==> src/hw/rtl/utf8san_pkg.sv <==
// ----------------------------------------------------------------------------
// utf8san_pkg
// Types, constants and byte tables shared by the utf-8 sanitiser modules.
// ----------------------------------------------------------------------------
package utf8san_pkg;

  localparam int QUEUE_DEPTH = 4;

  localparam logic [7:0] NUL_BYTE   = 8'h00;
  localparam logic [1:0] CONT_TAG   = 2'b10;
  localparam logic [7:0] TWO_MASK   = 8'hE0;
  localparam logic [7:0] TWO_TAG    = 8'hC0;
  localparam logic [7:0] TWO_MIN    = 8'hC1;
  localparam logic [7:0] THREE_MASK = 8'hF0;
  localparam logic [7:0] THREE_TAG  = 8'hE0;
  localparam logic [7:0] FOUR_MASK  = 8'hF8;
  localparam logic [7:0] FOUR_TAG   = 8'hF0;
  localparam logic [7:0] FOUR_MAX   = 8'hF4;

  localparam logic [7:0] REPL_0 = 8'hEF;
  localparam logic [7:0] REPL_1 = 8'hBF;
  localparam logic [7:0] REPL_2 = 8'hBD;

  localparam logic [3:0] UNKNOWN_LEN = 4'd9;

  typedef struct packed {
    logic [7:0] in_byte;
    logic       end_of_input;
  } raw_t;

  typedef struct packed {
    logic [7:0] out_byte;
    logic       has_byte;
    logic       end_of_string;
    logic       last_of_run;
  } clean_t;

  // work for one input byte: replacement triples first, then literal bytes
  typedef struct packed {
    logic [2:0]      rep_cnt;
    logic [2:0]      lit_cnt;
    logic [3:0][7:0] lits;
    logic            unknown;
    logic            marker;
    logic            last;
  } job_t;

  // sequence length opened by a lead byte, zero when it is no lead
  function automatic logic [2:0] lead_length(input logic [7:0] b);
    logic [2:0] len;
    len = 3'd0;
    if (((b & TWO_MASK) == TWO_TAG) && (b > TWO_MIN)) begin
      len = 3'd2;
    end else if ((b & THREE_MASK) == THREE_TAG) begin
      len = 3'd3;
    end else if (((b & FOUR_MASK) == FOUR_TAG) && (b <= FOUR_MAX)) begin
      len = 3'd4;
    end
    return len;
  endfunction

  // byte of a run of replacement triples at a given position
  function automatic logic [7:0] repl_char(input logic [3:0] pos);
    logic [7:0] c;
    case (pos)
      4'd0, 4'd3, 4'd6, 4'd9:  c = REPL_0;
      4'd1, 4'd4, 4'd7, 4'd10: c = REPL_1;
      default:                 c = REPL_2;
    endcase
    return c;
  endfunction

  function automatic logic [7:0] unknown_char(input logic [3:0] pos);
    logic [7:0] c;
    case (pos)
      4'd0:    c = 8'h3C; // <
      4'd1:    c = 8'h75; // u
      4'd2:    c = 8'h6E; // n
      4'd3:    c = 8'h6B; // k
      4'd4:    c = 8'h6E; // n
      4'd5:    c = 8'h6F; // o
      4'd6:    c = 8'h77; // w
      4'd7:    c = 8'h6E; // n
      4'd8:    c = 8'h3E; // >
      default: c = NUL_BYTE;
    endcase
    return c;
  endfunction

endpackage

==> src/hw/rtl/utf8san_front.sv <==
// ----------------------------------------------------------------------------
// utf8san_front
// Takes raw bytes, tracks the open sequence and issues at most one job per byte.
// ----------------------------------------------------------------------------
module utf8san_front (
  input  logic                clk,
  input  logic                rst,
  input  logic                raw_valid,
  output logic                raw_stall,
  input  utf8san_pkg::raw_t   raw,
  input  logic                full,
  output logic                push,
  output utf8san_pkg::job_t   job
);

  logic [7:0] held_bytes [3];
  logic [7:0] held_next  [3];
  logic [2:0] expected_length;
  logic [2:0] expected_length_next;
  logic [1:0] held_count;
  logic [1:0] held_count_next;
  logic       emitted_any;
  logic       emitted_any_next;
  logic       accept;
  logic       fresh;
  logic       emitted;
  logic [2:0] lead_len;

  assign raw_stall = full;
  assign accept    = raw_valid && !full;

  always_comb begin
    job                  = '0;
    held_next            = held_bytes;
    expected_length_next = expected_length;
    held_count_next      = held_count;
    fresh                = 1'b1;
    lead_len             = utf8san_pkg::lead_length(raw.in_byte);

    if (expected_length != 3'd0) begin
      if (raw.in_byte[7:6] == utf8san_pkg::CONT_TAG) begin
        fresh = 1'b0;
        if (({1'b0, held_count} + 3'd1) >= expected_length) begin
          // sequence complete: held bytes then this one
          for (int k = 0; k < 3; k++) begin
            job.lits[k] = held_bytes[k];
          end
          job.lits[held_count] = raw.in_byte;
          job.lit_cnt          = {1'b0, held_count} + 3'd1;
          expected_length_next = 3'd0;
          held_count_next      = 2'd0;
        end else if (held_count != 2'd3) begin
          held_next[held_count] = raw.in_byte;
          held_count_next       = held_count + 2'd1;
        end
      end else begin
        // broken sequence
        job.rep_cnt          = {1'b0, held_count};
        expected_length_next = 3'd0;
        held_count_next      = 2'd0;
      end
    end

    if (fresh && (raw.in_byte != utf8san_pkg::NUL_BYTE)) begin
      if (!raw.in_byte[7]) begin
        job.lits[0] = raw.in_byte;
        job.lit_cnt = 3'd1;
      end else if (lead_len != 3'd0) begin
        held_next[0]         = raw.in_byte;
        held_count_next      = 2'd1;
        expected_length_next = lead_len;
      end else begin
        job.rep_cnt = job.rep_cnt + 3'd1;
      end
    end

    if (raw.end_of_input && (expected_length_next != 3'd0)) begin
      job.rep_cnt = job.rep_cnt + {1'b0, held_count_next};
    end

    emitted     = emitted_any || (job.rep_cnt != 3'd0) || (job.lit_cnt != 3'd0);
    job.last    = raw.end_of_input;
    job.unknown = raw.end_of_input && !emitted;
    job.marker  = raw.end_of_input && emitted_any &&
                  (job.rep_cnt == 3'd0) && (job.lit_cnt == 3'd0);

    emitted_any_next = emitted;
    if (raw.end_of_input) begin
      expected_length_next = 3'd0;
      held_count_next      = 2'd0;
      emitted_any_next     = 1'b0;
    end

    push = accept && ((job.rep_cnt != 3'd0) || (job.lit_cnt != 3'd0) || raw.end_of_input);
  end

  always_ff @(posedge clk) begin
    if (rst) begin
      expected_length <= 3'd0;
      held_count      <= 2'd0;
      emitted_any     <= 1'b0;
    end else if (accept) begin
      expected_length <= expected_length_next;
      held_count      <= held_count_next;
      emitted_any     <= emitted_any_next;
    end
  end

  always_ff @(posedge clk) begin
    if (accept) begin
      held_bytes <= held_next;
    end
  end

endmodule

==> src/hw/rtl/utf8san_queue.sv <==
// ----------------------------------------------------------------------------
// utf8san_queue
// Small job fifo between the front and the back.
// ----------------------------------------------------------------------------
module utf8san_queue #(
  parameter int DEPTH = utf8san_pkg::QUEUE_DEPTH
) (
  input  logic              clk,
  input  logic              rst,
  input  logic              push,
  input  utf8san_pkg::job_t push_job,
  output logic              full,
  input  logic              pop,
  output logic              head_valid,
  output utf8san_pkg::job_t head
);

  localparam int PTR_W = (DEPTH > 1) ? $clog2(DEPTH) : 1;
  localparam int CNT_W = $clog2(DEPTH + 1);

  utf8san_pkg::job_t entries [DEPTH];
  logic [PTR_W-1:0]  wr_ptr;
  logic [PTR_W-1:0]  rd_ptr;
  logic [CNT_W-1:0]  count;
  logic              do_push;
  logic              do_pop;

  assign full       = (count == CNT_W'(DEPTH));
  assign head_valid = (count != '0);
  assign head       = entries[rd_ptr];
  assign do_push    = push && !full;
  assign do_pop     = pop && head_valid;

  always_ff @(posedge clk) begin
    if (rst) begin
      wr_ptr <= '0;
      rd_ptr <= '0;
      count  <= '0;
    end else begin
      if (do_push) begin
        wr_ptr <= (wr_ptr == PTR_W'(DEPTH - 1)) ? '0 : wr_ptr + 1'b1;
      end
      if (do_pop) begin
        rd_ptr <= (rd_ptr == PTR_W'(DEPTH - 1)) ? '0 : rd_ptr + 1'b1;
      end
      if (do_push && !do_pop) begin
        count <= count + 1'b1;
      end else if (do_pop && !do_push) begin
        count <= count - 1'b1;
      end
    end
  end

  always_ff @(posedge clk) begin
    if (do_push) begin
      entries[wr_ptr] <= push_job;
    end
  end

endmodule

==> src/hw/rtl/utf8san_back.sv <==
// ----------------------------------------------------------------------------
// utf8san_back
// Expands the head job into output beats, one byte per cycle unless the output stalls.
// ----------------------------------------------------------------------------
module utf8san_back (
  input  logic                 clk,
  input  logic                 rst,
  input  logic                 head_valid,
  input  utf8san_pkg::job_t    head,
  output logic                 pop,
  output logic                 clean_valid,
  input  logic                 clean_stall,
  output utf8san_pkg::clean_t  clean
);

  logic [3:0]          pos;
  logic [3:0]          pos_inc;
  logic [4:0]          rep3;
  logic [4:0]          run_len_wide;
  logic [3:0]          run_len;
  logic [1:0]          lit_idx;
  logic                final_beat;
  logic                load;
  utf8san_pkg::clean_t beat;

  assign load         = head_valid && (!clean_valid || !clean_stall);
  assign rep3         = {head.rep_cnt, 1'b0} + {2'b00, head.rep_cnt};
  assign run_len_wide = rep3 + {2'b00, head.lit_cnt};
  assign pos_inc      = pos + 4'd1;
  assign lit_idx      = 2'(pos - rep3[3:0]);

  always_comb begin
    if (head.unknown) begin
      run_len = utf8san_pkg::UNKNOWN_LEN;
    end else if (head.marker) begin
      run_len = 4'd1;
    end else begin
      run_len = run_len_wide[3:0];
    end
    final_beat = (pos_inc == run_len);

    if (head.unknown) begin
      beat.out_byte = utf8san_pkg::unknown_char(pos);
    end else if (head.marker) begin
      beat.out_byte = utf8san_pkg::NUL_BYTE;
    end else if ({1'b0, pos} < rep3) begin
      beat.out_byte = utf8san_pkg::repl_char(pos);
    end else begin
      beat.out_byte = head.lits[lit_idx];
    end
    beat.has_byte      = !head.marker;
    beat.end_of_string = head.last && final_beat;
    beat.last_of_run   = final_beat;

    pop = load && final_beat;
  end

  always_ff @(posedge clk) begin
    if (rst) begin
      pos         <= 4'd0;
      clean_valid <= 1'b0;
    end else begin
      if (load) begin
        pos         <= final_beat ? 4'd0 : pos_inc;
        clean_valid <= 1'b1;
      end else if (!clean_stall) begin
        clean_valid <= 1'b0;
      end
    end
  end

  always_ff @(posedge clk) begin
    if (load) begin
      clean <= beat;
    end
  end

endmodule

==> src/hw/rtl/utf8_sanitizer.sv <==
// ----------------------------------------------------------------------------
// utf8_sanitizer
// Byte-serial utf-8 cleaner with a decoupled classifier and byte expander.
// ----------------------------------------------------------------------------
// Takes one raw byte per beat on the raw channel and gives sanitised bytes on
// the clean channel. NUL bytes are dropped, ascii passes through, well-formed
// two, three and four byte sequences leave whole once complete, and anything
// else (stray bytes, broken sequences, a sequence cut off by the end of the
// string) turns into EF BF BD per offending byte. A string with no output at
// all becomes "<unknown>"; a final byte that would give nothing yields a
// marker beat with has_byte low. An input byte is taken whenever the job
// queue has room, and it causes between 0 and 12 output beats; the output
// register delivers one beat per cycle while clean_stall is low and a job is
// waiting, so sustained throughput is one output byte per clock, set by that
// single output byte lane. The first output beat of a byte passes through the
// job queue and then the output register before it is offered.
// ----------------------------------------------------------------------------
module utf8_sanitizer #(
  parameter int QUEUE_DEPTH = utf8san_pkg::QUEUE_DEPTH
) (
  input  logic                clk,
  input  logic                rst,
  input  logic                raw_valid,
  output logic                raw_stall,
  input  utf8san_pkg::raw_t   raw,
  output logic                clean_valid,
  input  logic                clean_stall,
  output utf8san_pkg::clean_t clean
);

  // front to queue
  logic              push;
  utf8san_pkg::job_t push_job;
  logic              full;

  // queue to back
  logic              head_valid;
  utf8san_pkg::job_t head;
  logic              pop;

  // front: holds the open sequence and turns each byte into at most one job
  utf8san_front u_front (
    .clk       (clk),
    .rst       (rst),
    .raw_valid (raw_valid),
    .raw_stall (raw_stall),
    .raw       (raw),
    .full      (full),
    .push      (push),
    .job       (push_job)
  );

  // queue: absorbs replacement bursts so the front keeps taking bytes
  utf8san_queue #(
    .DEPTH (QUEUE_DEPTH)
  ) u_queue (
    .clk        (clk),
    .rst        (rst),
    .push       (push),
    .push_job   (push_job),
    .full       (full),
    .pop        (pop),
    .head_valid (head_valid),
    .head       (head)
  );

  // back: walks each job byte by byte into the output register
  utf8san_back u_back (
    .clk         (clk),
    .rst         (rst),
    .head_valid  (head_valid),
    .head        (head),
    .pop         (pop),
    .clean_valid (clean_valid),
    .clean_stall (clean_stall),
    .clean       (clean)
  );

endmodule

==> config.mk <==
export PLATFORM = sky130hd
export DESIGN_NAME = utf8_sanitizer
export DESIGN_NICKNAME = d
export VERILOG_FILES = /design/src/hw/rtl/utf8san_pkg.sv /design/src/hw/rtl/utf8san_front.sv /design/src/hw/rtl/utf8san_queue.sv /design/src/hw/rtl/utf8san_back.sv /design/src/hw/rtl/utf8_sanitizer.sv
export SDC_FILE = /design/constraint.sdc
export NUM_CORES = 1
export LEC_CHECK = 0
export ABC_AREA = 1
export BUFFER_PORTS_ARGS = -buffer_cell sky130_fd_sc_hd__buf_4
export CORE_ASPECT_RATIO = 1.1
export CORE_MARGIN = 2
export CORE_UTILIZATION = 50
export DETAILED_ROUTE_END_ITERATION = 7
export PLACE_DENSITY = 0.79
export SKIP_CTS_REPAIR_TIMING = 1
export SLEW_MARGIN = 20
export SYNTH_ARGS = -nofsm -noshare
export SYNTH_HDL_FRONTEND = slang
export SYNTH_SLANG_ARGS = --single-unit
==> constraint.sdc <==
create_clock -name clk -period 4.8 [get_ports clk]
set_input_delay 0.24 -clock clk [delete_from_list [all_inputs] [get_ports clk]]
set_output_delay 0.24 -clock clk [all_outputs]
set_load 0.02 [all_outputs]
==> results.md, run 1 <==
* DP Wirelength at roughly 14,000 um
* Most common library cell in the layout ignoring fill and taps: sky130_fd_sc_hd__edfxtp_1
* Utilization after layout at 57.0%
* Filler cells at 1,644
* Antenna-violating nets left at 0
* Status: complete, no violations
* CTS Root Buffer Type: sky130_fd_sc_hd__clkbuf_16
* Initial DRC Count at ~740
* Wire length after detailed routing at roughly 22,000 um
* Cells after synthesis at roughly 970
* GRT Total Usage at between 20% and 30%
* Number of clock buffers inserted by TritonCTS at 23
* Leading cell types by total area after synthesis: sky130_fd_sc_hd__edfxtp_1, sky130_fd_sc_hd__dfxtp_1, sky130_fd_sc_hd__nand2_1
* Worst VDD drop at around 0.00032 V
* Internal cell power at between 3000 and 4000 uW
* Cell variety after synth at 42
* Final global-route overflow total at 0
* Area occupied by multi-input gates at between 3000 and 4000 um^2
* Portion of synthesized cell area occupied by the leading cell type at a little under three fifths
* Total inserted antenna cells at 0
* Total number of placement rows at 55
* Synthesized cell area at ~10,000 um^2
* Required time of the worst setup path at between 5 and 6 ns
* Top library cells by usage in the layout, fill and taps aside: sky130_fd_sc_hd__edfxtp_1, sky130_fd_sc_hd__nand2_1, sky130_fd_sc_hd__nor2_1
* RD Place Congestion at roughly 0.85
* Register share of total power at between 40% and 50%
* Net switching fraction of the power at between 30% and 40%
* Portion of the post-synthesis area used by sequential elements at 63.3%
* Cell type with the largest total area after synthesis: sky130_fd_sc_hd__edfxtp_1
* Top-level I/O count at 26
* Classification of the worst-slack hold path: in -> reg
* GR Util met2 at about a third
* PnR worst setup slack at 0.527 ns
* Leakage power summed over all cells at around 0.0044 uW
* Arrival time worst endpoint at 4.67 ns
* Net count of the finished layout at ~1.0k
* Worst setup EP type: flop
* Global routing's busiest layer: met2
* Achievable frequency at between 0.2 and 0.25 GHz
* Core Box Area at roughly 21,000 um^2
* Slowest cell on the critical path: sky130_fd_sc_hd__fa_1
* Met3 Usage GRT at 2.49%
* Ratio of cells with drive above 1 in the final layout at between 10% and 20%
* Layout overhead on the synthesized area at 12.5%
* Worst clock skew on the final layout at between 0.007 and 0.008 ns
* Worst slack at placement at around 0.53 ns
* Count of warnings emitted by yosys at 0
* Initial Util at about 51%
* Setup repair after global routing missed its margin: no
* Min Clock Period, post-route at 4.27 ns
* R2R Path End: u_queue.count[1]
* Count of clock tree sinks at 229
* Average detailed-routed wire length per instance at 17.1 um
* Top Family by Delay on Critical Path: adder cells
* Met1 track demand over resource at a little over a quarter
* TritonCTS clock tree: yes
* Detailed-routing iteration count for the pre-antenna-repair pass at 5
* Worst-Margin Slew at between 0.7 and 0.8 ns
* Die Wd at 141 um
* Relative contribution of combinational cells to total power at between 20% and 30%
* Net switching power at roughly 1900 uW
* Hold wc startpoint: clean_stall
* Final number of max-transition violations at 0
* Register-to-Register Path Depth at 23
* Kind of critical path: reg -> reg
* Area taken by flip-flops and latches at between 6000 and 7000 um^2
* Power per cell area at roughly 500 nW/um^2
* Total buffers and inverters traversed by the critical path at 5
* Buffers added on ports at 25
* Destination of the worst hold path: u_back.clean_valid
* Flip-flop and latch count after synthesis at ~230
* Crit-path max cell delay at 0.47 ns
* Global-route wire length before repair at approximately 35,000 um
* Number of endpoints failing setup at the final stage at 0
* Area of the die at around 22,000 um^2
* Final period utilization at about nine tenths
* Register-to-Register Setup Slack at 0.53 ns
* Average footprint of a synthesized cell at 10.7 um^2
* Worst Hold Path Cells at 5
* Average via count per standard cell at roughly 5.7
* Vias in the first global route at 7,013
* MaxCap Viol Count at 0
* Launching element type of the critical path: flop
* Hold violation count in the final report at 0
* H-tree depth at 1
* Source-to-sink clock delay at the later pin of the worst-skew pair at 0.51 ns
* Relative slew margins at roughly half
* Share of power burned in the clock network at between 20 and 30%
* Final worst hold slack at between 0.03 and 0.04 ns
* Top fanout value on the critical path at 7
* Register clock-pin slew on the reported worst setup and hold paths at around 0.060 ns
* Worst R2R Start: u_front.held_count[0]
* Die extent in y at between 150 and 200 um
* Number of antenna violations at the first check in global routing at 0
* Most frequent cell on the critical path: sky130_fd_sc_hd__inv_1
* DRC at 0
* Critical path, cell by cell: inv_1 -> ha_1 -> ha_1 -> nand2_1 -> nand2_1 -> nand2_1 -> nand4_1 -> o221ai_1 -> ha_1 -> inv_1 -> fa_1 -> inv_1 -> nand3_1 -> nand3_1 -> nor2_2 -> nand3_1 -> nand2_1 -> inv_1 -> ha_1 -> inv_1 -> fa_1 -> o21ai_0 -> a21oi_1
* Via count at a little over 7k
* Bufs on Longest Clock Path at 3
* Maximum number of pins on one net before global-route repair at between 70 and 80
power groups by stage:
stage / clock (uW) / combinational, uW / sequential [uW]
after floorplan: 0 / 1030 / 2610
after global placement: 0 / 1580 / 2560
after detailed placement: 0 / 1610 / 2560
after CTS: 1740 / 1620 / 2520
after global routing: 1810 / 1810 / 2540
final: 1720 / 1620 / 2520
cell usage after synthesis:
cell / instances
sky130_fd_sc_hd__o21ai_1: 4
sky130_fd_sc_hd__buf_1: 2
sky130_fd_sc_hd__nand3_4: 2
sky130_fd_sc_hd__or2_2: 4
sky130_fd_sc_hd__o221ai_1: 16
sky130_fd_sc_hd__inv_4: 2
sky130_fd_sc_hd__clkinv_1: 3
sky130_fd_sc_hd__a221oi_1: 1
sky130_fd_sc_hd__o211a_1: 1
sky130_fd_sc_hd__inv_2: 8
sky130_fd_sc_hd__ha_1: 30
sky130_fd_sc_hd__dfxtp_1: 30
sky130_fd_sc_hd__a32o_1: 4
sky130_fd_sc_hd__o21bai_1: 1
sky130_fd_sc_hd__nor2_4: 1
sky130_fd_sc_hd__nor3_2: 2
sky130_fd_sc_hd__nand2_2: 5
sky130_fd_sc_hd__nor2_2: 3
sky130_fd_sc_hd__nand3b_1: 4
sky130_fd_sc_hd__nand2_4: 3
sky130_fd_sc_hd__xnor2_1: 3
sky130_fd_sc_hd__nand3_2: 2
sky130_fd_sc_hd__edfxtp_1: 199
sky130_fd_sc_hd__inv_1: 81
sky130_fd_sc_hd__fa_1: 4
sky130_fd_sc_hd__conb_1: 1
sky130_fd_sc_hd__buf_2: 1
sky130_fd_sc_hd__xor2_1: 3
sky130_fd_sc_hd__nor3_1: 4
sky130_fd_sc_hd__nand4_1: 7
sky130_fd_sc_hd__a22oi_1: 6
sky130_fd_sc_hd__nand2_1: 156
sky130_fd_sc_hd__o21ai_0: 103
sky130_fd_sc_hd__o22ai_1: 22
sky130_fd_sc_hd__nand2_8: 1
sky130_fd_sc_hd__o211ai_1: 12
sky130_fd_sc_hd__a21oi_1: 40
sky130_fd_sc_hd__buf_6: 1
sky130_fd_sc_hd__nor2_1: 115
sky130_fd_sc_hd__clkbuf_1: 33
sky130_fd_sc_hd__a32oi_1: 2
sky130_fd_sc_hd__nand3_1: 47
sequential cells by signal, indices dropped and copies added (netlist names), named ones only:
name,cells
u_queue.count,3
u_queue.rd_ptr,2
u_front.emitted_any,1
u_queue.wr_ptr,2
u_front.held_count,2
u_front.expected_length,3
u_front.held_bytes,24
u_back.clean_valid,1
u_back.pos,4
u_queue.entries,164
u_back.clean,11
routing by layer:
| layer | part of all wire (%) | vias to the layer above |
|---|---|---|
| met5 | 0 | - |
| met4 | 2.5 | 0 |
| met3 | 6.5 | 43 |
| met2 | 49 | 279 |
| met1 | 42 | 3431 |
| li1 | - | 3475 |
how the worst max path moves through the flow:
stage / from / endpoint / slack (ns) / depth (start not counted)
3_5_place_dp: u_front.held_count[0] / u_queue.count[1] / 0.53 / 23
4_1_cts: u_front.held_count[0] / u_queue.count[1] / 0.54 / 23
2_1_floorplan: u_front.held_count[0] / u_queue.entries[0][0] / -0.18 / 18
5_1_grt: u_front.held_count[0] / u_queue.count[1] / 0.04 / 23
6_report: u_front.held_count[0] / u_queue.count[1] / 0.53 / 23
3_3_place_gp: raw[1] / u_queue.count[2] / 0.63 / 24
layout make-up:
cell class | count | share of cell area, %
inverters | 94 | 3.06
clock buffers | 32 | 5.51
clock inverters | 10 | 0.707
multi-input cells | 612 | 28.6
well taps | 256 | 2.74
flip-flops and latches | 229 | 56.3
repair buffers | 40 | 3.04
kinds of logic (layout without fill, tap and decap cells):
family | after synthesis | count (layout) | synth area share (%)
AO/OA/AOI/OAI | 212 | 212 | 11.9
adder cells (fa/ha/maj) | 34 | 34 | 4.38
other | 1 | 4 | 0.0361
flip-flops | 229 | 229 | 63.3
buffers and inverters | 131 | 176 | 4.87
XOR/XNOR | 6 | 6 | 0.506
AND/OR/NAND/NOR | 356 | 356 | 15.0
worst register-to-register path, stage by stage, from the launching register on:
cell	delay, ns
sky130_fd_sc_hd__dfxtp_1	0.45
sky130_fd_sc_hd__inv_1	0.13
sky130_fd_sc_hd__ha_1	0.33
sky130_fd_sc_hd__ha_1	0.28
sky130_fd_sc_hd__nand2_1	0.07
sky130_fd_sc_hd__nand2_1	0.05
sky130_fd_sc_hd__nand2_1	0.13
sky130_fd_sc_hd__nand4_1	0.16
sky130_fd_sc_hd__o221ai_1	0.25
sky130_fd_sc_hd__ha_1	0.20
sky130_fd_sc_hd__inv_1	0.05
sky130_fd_sc_hd__fa_1	0.47
sky130_fd_sc_hd__inv_1	0.04
sky130_fd_sc_hd__nand3_1	0.09
sky130_fd_sc_hd__nand3_1	0.09
sky130_fd_sc_hd__nor2_2	0.12
sky130_fd_sc_hd__nand3_1	0.17
sky130_fd_sc_hd__nand2_1	0.13
sky130_fd_sc_hd__inv_1	0.06
sky130_fd_sc_hd__ha_1	0.17
sky130_fd_sc_hd__inv_1	0.10
sky130_fd_sc_hd__fa_1	0.42
sky130_fd_sc_hd__o21ai_0	0.16
sky130_fd_sc_hd__a21oi_1	0.06
metrics by stage:
stage	area (um^2)	total power (uW)	setup TNS (ns)	instances
floorplan	10400	3640	-29.50	972
global placement	10900	4140	0	1229
detailed placement	10900	4180	0	1229
CTS	11700	5890	0	1271
global route	11700	6160	0	1273
finish	11700	5860	0	1273
(Power assumes the default switching activity.)
==> run 2, diff against run 1 <==
--- a/config.mk
+++ b/config.mk
@@ -16,4 +16,5 @@
 export SLEW_MARGIN = 20
 export SYNTH_ARGS = -nofsm -noshare
 export SYNTH_HDL_FRONTEND = slang
+export SYNTH_HIERARCHICAL = 1
 export SYNTH_SLANG_ARGS = --single-unit
==> run 2 against run 1 <==
Sequential power is 6% higher. Final cell count is 7.2% higher. Worst hold slack worse by 0.014 ns. Clock-buffer cell count is 2 higher. Register-to-register slack worse by 0.17 ns. Non-clock buffer count is 5 higher. Die area is 2.8% higher. Design area is 2.4% higher. Synthesized cell count is 6.1% higher. Sequential cell count stayed put. Global-route usage hardly changed. Largest cell class unchanged.
==> results.md, run 2 <==
* Status: complete, no violations
* Share of synthesized registers carrying an async set or reset at 0% (unchanged)
* Portion of synthesized cell area occupied by the leading cell type at 55.9% (-1.6 points)
* Final number of max-transition violations at 0 (unchanged)
* Most common library cell in the layout ignoring fill and taps: sky130_fd_sc_hd__edfxtp_1
* Register clock-pin slew on the reported worst setup and hold paths at 0.06 ns (about the same)
* Hold wc startpoint: rst
* Net count after synthesis at between 1k and 1.5k
* Worst setup EP type: flop
* GRT Total Usage at 20.0% (-0.031 points)
* CTS Root Buffer Type: sky130_fd_sc_hd__clkbuf_16
* Crit-path max cell delay at 0.45 ns (-0.02 ns)
* Leakage power summed over all cells at 0.00468 uW (+5.5%)
* Min Clock Period, post-route at 4.45 ns (+0.172 ns)
* Worst R2R Start: u_front/held_count[0]
* Most flop-heavy register: u_queue/entries
* TritonCTS clock tree: yes
* Launching element type of the critical path: flop
* Worst clock skew on the final layout at 0.0237 ns (+0.0162 ns)
* Core Box Area at 21,200 um^2 (+3.2%)
* DP Wirelength at 14,500 um (+5.1%)
* Average via count per standard cell at 5.42 (-4.6%)
* Utilization after layout at 56.6% (-0.41 points)
* Buffers added on ports at 25 (unchanged)
* Total inserted antenna cells at 0 (unchanged)
* Number of flops mapped to enable cells by yosys at 199 (unchanged)
* Die extent in y at 157 um (+1.4%)
* Antenna-violating nets left at 0 (unchanged)
* RD Place Congestion at 0.823 (-2.9%)
* Most common flop cell mapped by yosys: sky130_fd_sc_hd__edfxtp_1
* Cells after synthesis at 1,028 (+6.1%)
* Bufs on Longest Clock Path at 3 (unchanged)
* Top-level I/O count at 26 (unchanged)
* Source-to-sink clock delay at the later pin of the worst-skew pair at 0.52 ns (about the same)
* Flip-flop and latch count after synthesis at 229 (unchanged)
* Top Registers: u_queue/entries (164), u_front/held_bytes (24), u_back/clean (11)
* Final worst hold slack at 0.0213 ns (-0.0137 ns)
* Worst-Margin Slew at 0.977 ns (+0.228 ns)
* Total buffers and inverters traversed by the critical path at 9 (+4)
* Die Wd at 143 um (+1.4%)
* Kind of critical path: reg -> reg
* Power per cell area at 671 nW/um^2 (+34%)
* Worst VDD drop at 0.000325 V (+0.50%)
* Library cell with the highest instance count after synthesis: sky130_fd_sc_hd__edfxtp_1
* Ratio of cells with drive above 1 in the final layout at 12.2% (+1.4 points)
* Relative slew margins at 34.7% (-15 points)
* Average footprint of a synthesized cell at 10.4 um^2 (-3.0%)
* Number of antenna violations at the first check in global routing at 0 (unchanged)
* Global-route wire length before repair at 35,600 um (+0.98%)
* MaxCap Viol Count at 0 (unchanged)
* Filler cells at 1,778 (+8.2%)
* Portion of the post-synthesis area used by sequential elements at 61.6% (-1.8 points)
* Average detailed-routed wire length per instance at 16.2 um (-4.9%)
* Post-layout total power at 8030 uW (+37%)
* Achievable frequency at 0.225 GHz (-3.9%)
* Classification of the worst-slack hold path: in -> reg
* DRC at 0 (unchanged)
* R2R Path End: u_queue/count[2]
* Register-to-Register Path Depth at 31 (+35%)
* Top fanout value on the critical path at 6 (-1)
* Maximum number of pins on one net before global-route repair at 42 (-42%)
* Worst Hold Path Cells at 2 (-3)
* Number of flip-flops in the largest register at 164 (unchanged)
* Final global-route overflow total at 0 (unchanged)
* Top library cells by usage in the layout, fill and taps aside: sky130_fd_sc_hd__edfxtp_1, sky130_fd_sc_hd__nand2_1, sky130_fd_sc_hd__nor2_1
* Hold violation count in the final report at 0 (unchanged)
* Cell variety after synth at 44 (+4.8%)
* Vias in the first global route at 7,119 (+1.5%)
* Final period utilization at 92.6% (+3.6 points)
* Number of endpoints failing setup at the final stage at 0 (unchanged)
* Initial DRC Count at 574 (-22%)
* Required time of the worst setup path at 5.20 ns (about the same)
* Slowest cell on the critical path: sky130_fd_sc_hd__fa_1
* Register-to-Register Setup Slack at 0.35 ns (-0.17 ns)
* Total number of placement rows at 56 (+1.8%)
* Synthesized cell area at 10,700 um^2 (+2.9%)
* Wire length after detailed routing at 22,200 um (+2.0%)
* Number of clock buffers inserted by TritonCTS at 23 (unchanged)
* Arrival time worst endpoint at 4.85 ns (+0.18 ns)
* Destination of the worst hold path: u_front/held_count[0]
* Count of warnings emitted by yosys at 6 (+6)
* Initial Util at 50.5% (-0.16 points)
* Leading cell types by total area after synthesis: sky130_fd_sc_hd__edfxtp_1, sky130_fd_sc_hd__nand2_1, sky130_fd_sc_hd__dfxtp_1
* Worst Setup SP: u_front/held_count[0]
* Cell type with the largest total area after synthesis: sky130_fd_sc_hd__edfxtp_1
* Area of the die at 22,600 um^2 (+2.8%)
* H-tree depth at 1 (unchanged)
* Net count of the finished layout at 1,108 (+5.8%)
* Via count at 7,397 (+2.3%)
* Detailed-routing iteration count for the pre-antenna-repair pass at 5 (unchanged)
* Count of clock tree sinks at 229 (unchanged)
* Post-route setup TNS at 0 ns (unchanged)
* Layout overhead on the synthesized area at 12.0%
* Most numerous cell types in the synthesized netlist: sky130_fd_sc_hd__edfxtp_1, sky130_fd_sc_hd__nand2_1, sky130_fd_sc_hd__nor2_1, sky130_fd_sc_hd__inv_1, sky130_fd_sc_hd__o21ai_0
* Top Family by Delay on Critical Path: adder cells
run 2: changes by cell type after synthesis, sizes merged, moves of 6 or more:
cell,previous run,this run
nand3,51,30
nor2,119,145
nand2,165,181
clkbuf,33,9
a22oi,6,0
o221ai,16,1
o22ai,22,50
a21oi,40,30
inv,91,107
o211ai,12,4
o21ai,107,135
buf,4,30
run 2: cells by family (layout without fill, tap and decap cells):
| family | Yosys count | after routing | synth area share (%) |
|---|---|---|---|
| xor gates and xnor gates | 6 | 6 | 0.492 |
| buffers and inverters | 149 | 196 | 6.21 |
| and+or+nand+nor | 380 | 380 | 15.6 |
| AOI/OAI and AO/OA | 227 | 227 | 11.7 |
| DFF | 229 | 229 | 61.6 |
| adders and majority gates | 36 | 36 | 4.50 |
| other | 1 | 1 | 0.0351 |
run 2: metrics by stage:
| step | setup slack (ns) | std cells | instance area (um^2) |
|---|---|---|---|
| floorplan | -0.468 | 1028 | 10700 |
| global placement | 0.452 | 1322 | 11200 |
| detailed placement | 0.233 | 1322 | 11200 |
| CTS | 0.185 | 1363 | 11900 |
| global route | -0.00912 | 1365 | 12000 |
| finish | 0.355 | 1365 | 12000 |
run 2: cell type report:
class                   count  area [um^2]  share of cell area (%)
well taps                 290          363                    3.03
multi-input cells         650         3490                    29.2
repair buffers             45          390                    3.26
inverters                 110          418                    3.49
clock buffers              34          668                    5.58
clock inverters             7         61.3                   0.512
flip-flops and latches    229         6580                    55.0
run 2: power breakdown:
part / total (uW) / switching [uW] / internal, uW
clock: 1720 / 705 / 1020
sequential: 2660 / 110 / 2550
combinational: 3650 / 2450 / 1200
total: 8030 / 3260 / 4770
run 2: how the worst max path moves through the flow:
stage,depth (start not counted),end
detailed placement,27,u_queue/count[1]
global placement,27,u_queue/count[1]
global route,27,u_queue/count[1]
finish,31,u_queue/count[2]
CTS,27,u_queue/count[1]
floorplan,22,u_queue/entries[0][0]
run 2: metal layers:
metal	wire [um]	GRT usage [%]	up-vias	part of all wire [%]
met2	10800	33.8	243	49
met1	9630	26.9	3502	43
met3	1290	2.89	46	5.8
met4	479	6.21	0	2.2
li1	-	-	3606	-
met5	0	0	-	0
==> run 3, diff against run 2 <==
--- a/config.mk
+++ b/config.mk
@@ -11,9 +11,8 @@
 export CORE_MARGIN = 2
 export CORE_UTILIZATION = 50
 export DETAILED_ROUTE_END_ITERATION = 7
-export PLACE_DENSITY = 0.79
+export PLACE_DENSITY = 0.69
 export SKIP_CTS_REPAIR_TIMING = 1
-export SLEW_MARGIN = 20
 export SYNTH_ARGS = -nofsm -noshare
 export SYNTH_HDL_FRONTEND = slang
 export SYNTH_HIERARCHICAL = 1
==> run 3 against run 2 <==
Clock skew is 0.017 ns lower. Worst hold slack worse by 0.0082 ns. Setup slack better by 0.076 ns. Via count is 0.51% lower. Largest cell class unchanged. Final cell count hardly changed. Largest power group unchanged. Sequential cell count stayed put. Design area is 1.0% higher.
==> results.md, run 3 (synthesized netlist as in run 2, its figures left out) <==
* Buffers added on ports at 25 (unchanged)
* Register share of total power at 32.6% (-0.6 points)
* Global-route wire length before repair at 36,800 um (+3.2%)
* Core Box Area at 21,200 um^2 (unchanged)
* H-tree depth at 1 (unchanged)
* Net switching fraction of the power at 40.0% (-0.64 points)
* Wire length after detailed routing at 22,700 um (+2.3%)
* Final period utilization at 91.0% (-1.6 points)
* Number of clock buffers inserted by TritonCTS at 24 (+4.3%)
* MaxCap Viol Count at 0 (unchanged)
* Source-to-sink clock delay at the later pin of the worst-skew pair at 0.51 ns (about the same)
* GRT Total Usage at 20.7% (+0.73 points)
* Total number of placement rows at 56 (unchanged)
* Internal cell power at 4940 uW (+3.5%)
* Setup repair after global routing missed its margin: no
* Worst clock skew on the final layout at 0.00656 ns (-0.0172 ns)
* Filler cells at 1,826 (+2.7%)
* Vias in the first global route at 7,166 (+0.66%)
* Slowest cell on the critical path: sky130_fd_sc_hd__dfxtp_2
* Die Wd at 143 um (unchanged)
* Classification of the worst-slack hold path: in -> reg
* Leakage power summed over all cells at 0.00474 uW (+1.1%)
* Cells after DPL at 1,321 (-0.076%)
* Average via count per standard cell at 5.39 (-0.59%)
* Post-layout total power at 8220 uW (+2.4%)
* Bufs on Longest Clock Path at 3 (unchanged)
* RD Place Congestion at 0.819 (-0.51%)
* Most flop-heavy register: u_queue/entries
* Post-place instance area at 11,200 um^2 (about the same)
* Initial Util at 50.5% (unchanged)
* Critical path, cell by cell: o21ai_1 -> o22ai_1 -> ha_1 -> inv_1 -> fa_1 -> inv_1 -> ha_1 -> or2_1 -> nand2_1 -> nand2_1 -> nand3_1 -> nand2_1 -> nand2_1 -> nand4_4 -> inv_1 -> nand2_1 -> ha_1 -> inv_1 -> fa_1 -> o21ai_0 -> nor2_1
* Top Family by Delay on Critical Path: adder cells
* Required time of the worst setup path at 5.21 ns (about the same)
* Relative contribution of combinational cells to total power at 43.9% (-1.5 points)
* Most common library cell in the layout ignoring fill and taps: sky130_fd_sc_hd__edfxtp_1
* Achievable frequency at 0.229 GHz (+1.7%)
* Average detailed-routed wire length per instance at 16.6 um (+2.2%)
* Worst VDD drop at 0.000300 V (-7.6%)
* Number of antenna violations at the first check in global routing at 0 (unchanged)
* Top Registers: u_queue/entries (164), u_front/held_bytes (24), u_back/clean (11)
* Number of non-filler instances in the completed layout at 1,366 (+0.073%)
* Number of endpoints failing setup at the final stage at 0 (unchanged)
* Net switching power at 3290 uW (+0.77%)
* Power per cell area at 680 nW/um^2 (+1.4%)
* Min Clock Period, post-route at 4.37 ns (-0.0762 ns)
* Hold violation count in the final report at 0 (unchanged)
* Share of power burned in the clock network at 23.5% (+2.1 points)
* Final non-filler cell area at 12,100 um^2 (+1.0%)
* CTS Root Buffer Type: sky130_fd_sc_hd__clkbuf_16
* Via count at 7,359 (-0.51%)
* Top fanout value on the critical path at 23 (+17)
* Initial DRC Count at 571 (-0.52%)
* Number of flip-flops in the largest register at 164 (unchanged)
* Total buffers and inverters traversed by the critical path at 4 (-5)
* Final global-route overflow total at 0 (unchanged)
* Antenna-violating nets left at 0 (unchanged)
* Die extent in y at 157 um (unchanged)
* Register clock-pin slew on the reported worst setup and hold paths at 0.06 ns (about the same)
* TritonCTS clock tree: yes
* Area of the die at 22,600 um^2 (unchanged)
* Layout overhead on the synthesized area at 13.2%
* Status: complete, no violations
* Final number of max-transition violations at 0 (unchanged)
* Kind of critical path: reg -> reg
* Worst-Margin Slew at 0.919 ns (-0.0573 ns)
* Arrival time worst endpoint at 4.78 ns (-0.07 ns)
* Detailed-routing iteration count for the pre-antenna-repair pass at 4 (-1)
* DRC at 0 (unchanged)
* Top-level I/O count at 26 (unchanged)
* Launching element type of the critical path: flop
* Net count of the finished layout at 1,108 (unchanged)
* Relative slew margins at 38.5% (+3.8 points)
* DP Wirelength at 14,900 um (+2.9%)
* Maximum number of pins on one net before global-route repair at 42 (unchanged)
* Crit-path max cell delay at 0.60 ns (+0.15 ns)
* Top library cells by usage in the layout, fill and taps aside: sky130_fd_sc_hd__edfxtp_1, sky130_fd_sc_hd__nand2_1, sky130_fd_sc_hd__nor2_1
* Ratio of cells with drive above 1 in the final layout at 12.8% (+0.64 points)
* Count of clock tree sinks at 229 (unchanged)
* Most frequent cell on the critical path: sky130_fd_sc_hd__nand2_1
* Worst setup EP type: flop
* Total inserted antenna cells at 0 (unchanged)
## run 3: cell count changes in the layout (fill, tap and decap cells not counted), moves of 2 or more
| cell | delta |
|---|---|
| sky130_fd_sc_hd__clkbuf_1 | -7 |
| sky130_fd_sc_hd__clkinv_4 | +3 |
| sky130_fd_sc_hd__buf_4 | -2 |
| sky130_fd_sc_hd__bufinv_16 | +2 |
| sky130_fd_sc_hd__clkbuf_16 | +2 |
| sky130_fd_sc_hd__clkinvlp_4 | +2 |
## run 3: routing by layer
layer / share of wire, % / global-route usage (%) / up-vias
li1: - / - / 3612
met1: 44 / 27.9 / 3511
met2: 49 / 35.3 / 204
met3: 5.4 / 2.56 / 32
met4: 2.1 / 6.44 / 0
met5: 0 / 0 / -
## run 3: worst paths after layout
check                     startpoint            endpoint  slack, ns  cells past startpoint
setup / recovery                flop    u_queue/count[1]       0.43                     21
hold reg to reg   u_back/clean_valid  u_back/clean_valid       0.48                      2
setup reg to reg                flop    u_queue/count[1]       0.43                     21
hold / removal           clean_stall  u_back/clean_valid       0.01                      3
## run 3: worst register-to-register path, delay by kind of cell, from the launching register on
kind	cells	cell delay (ns)
and+or+nand+nor	9	1.00
buffers and inverters	4	0.38
adders and majority gates	5	1.67
DFF	1	0.60
AOI/OAI and AO/OA	3	0.62
## run 3: metrics by stage
stage	TNS (ns)	setup WS (ns)	utilization, %	hold WS (ns)
after global routing	0	0.0443	57.1	0.0185
after global placement	0	0.445	53.0	0.471
after floorplan	-76.80	-0.468	-	0.309
after CTS	0	0.257	57.0	-0.0167
final	0	0.431	57.1	0.0130
after detailed placement	0	0.261	53.0	0.479
## run 3: power by group through the flow
stage	Sequential [uW]	Clock, uW	Combinational [uW]
floorplan	2750	0	2610
global placement	2710	0	3530
detailed placement	2720	0	3590
CTS	2680	1960	3610
global route	2720	2030	4080
finish	2680	1930	3610
## run 3: layout make-up
cell class | instances | area, um^2 | area share (%)
inverters | 110 | 418 | 3.46
multi-input cells | 650 | 3490 | 28.8
clock inverters | 14 | 158 | 1.30
well taps | 290 | 363 | 3.00
flip-flops and latches | 229 | 6580 | 54.4
clock buffers | 29 | 692 | 5.72
repair buffers | 44 | 395 | 3.27
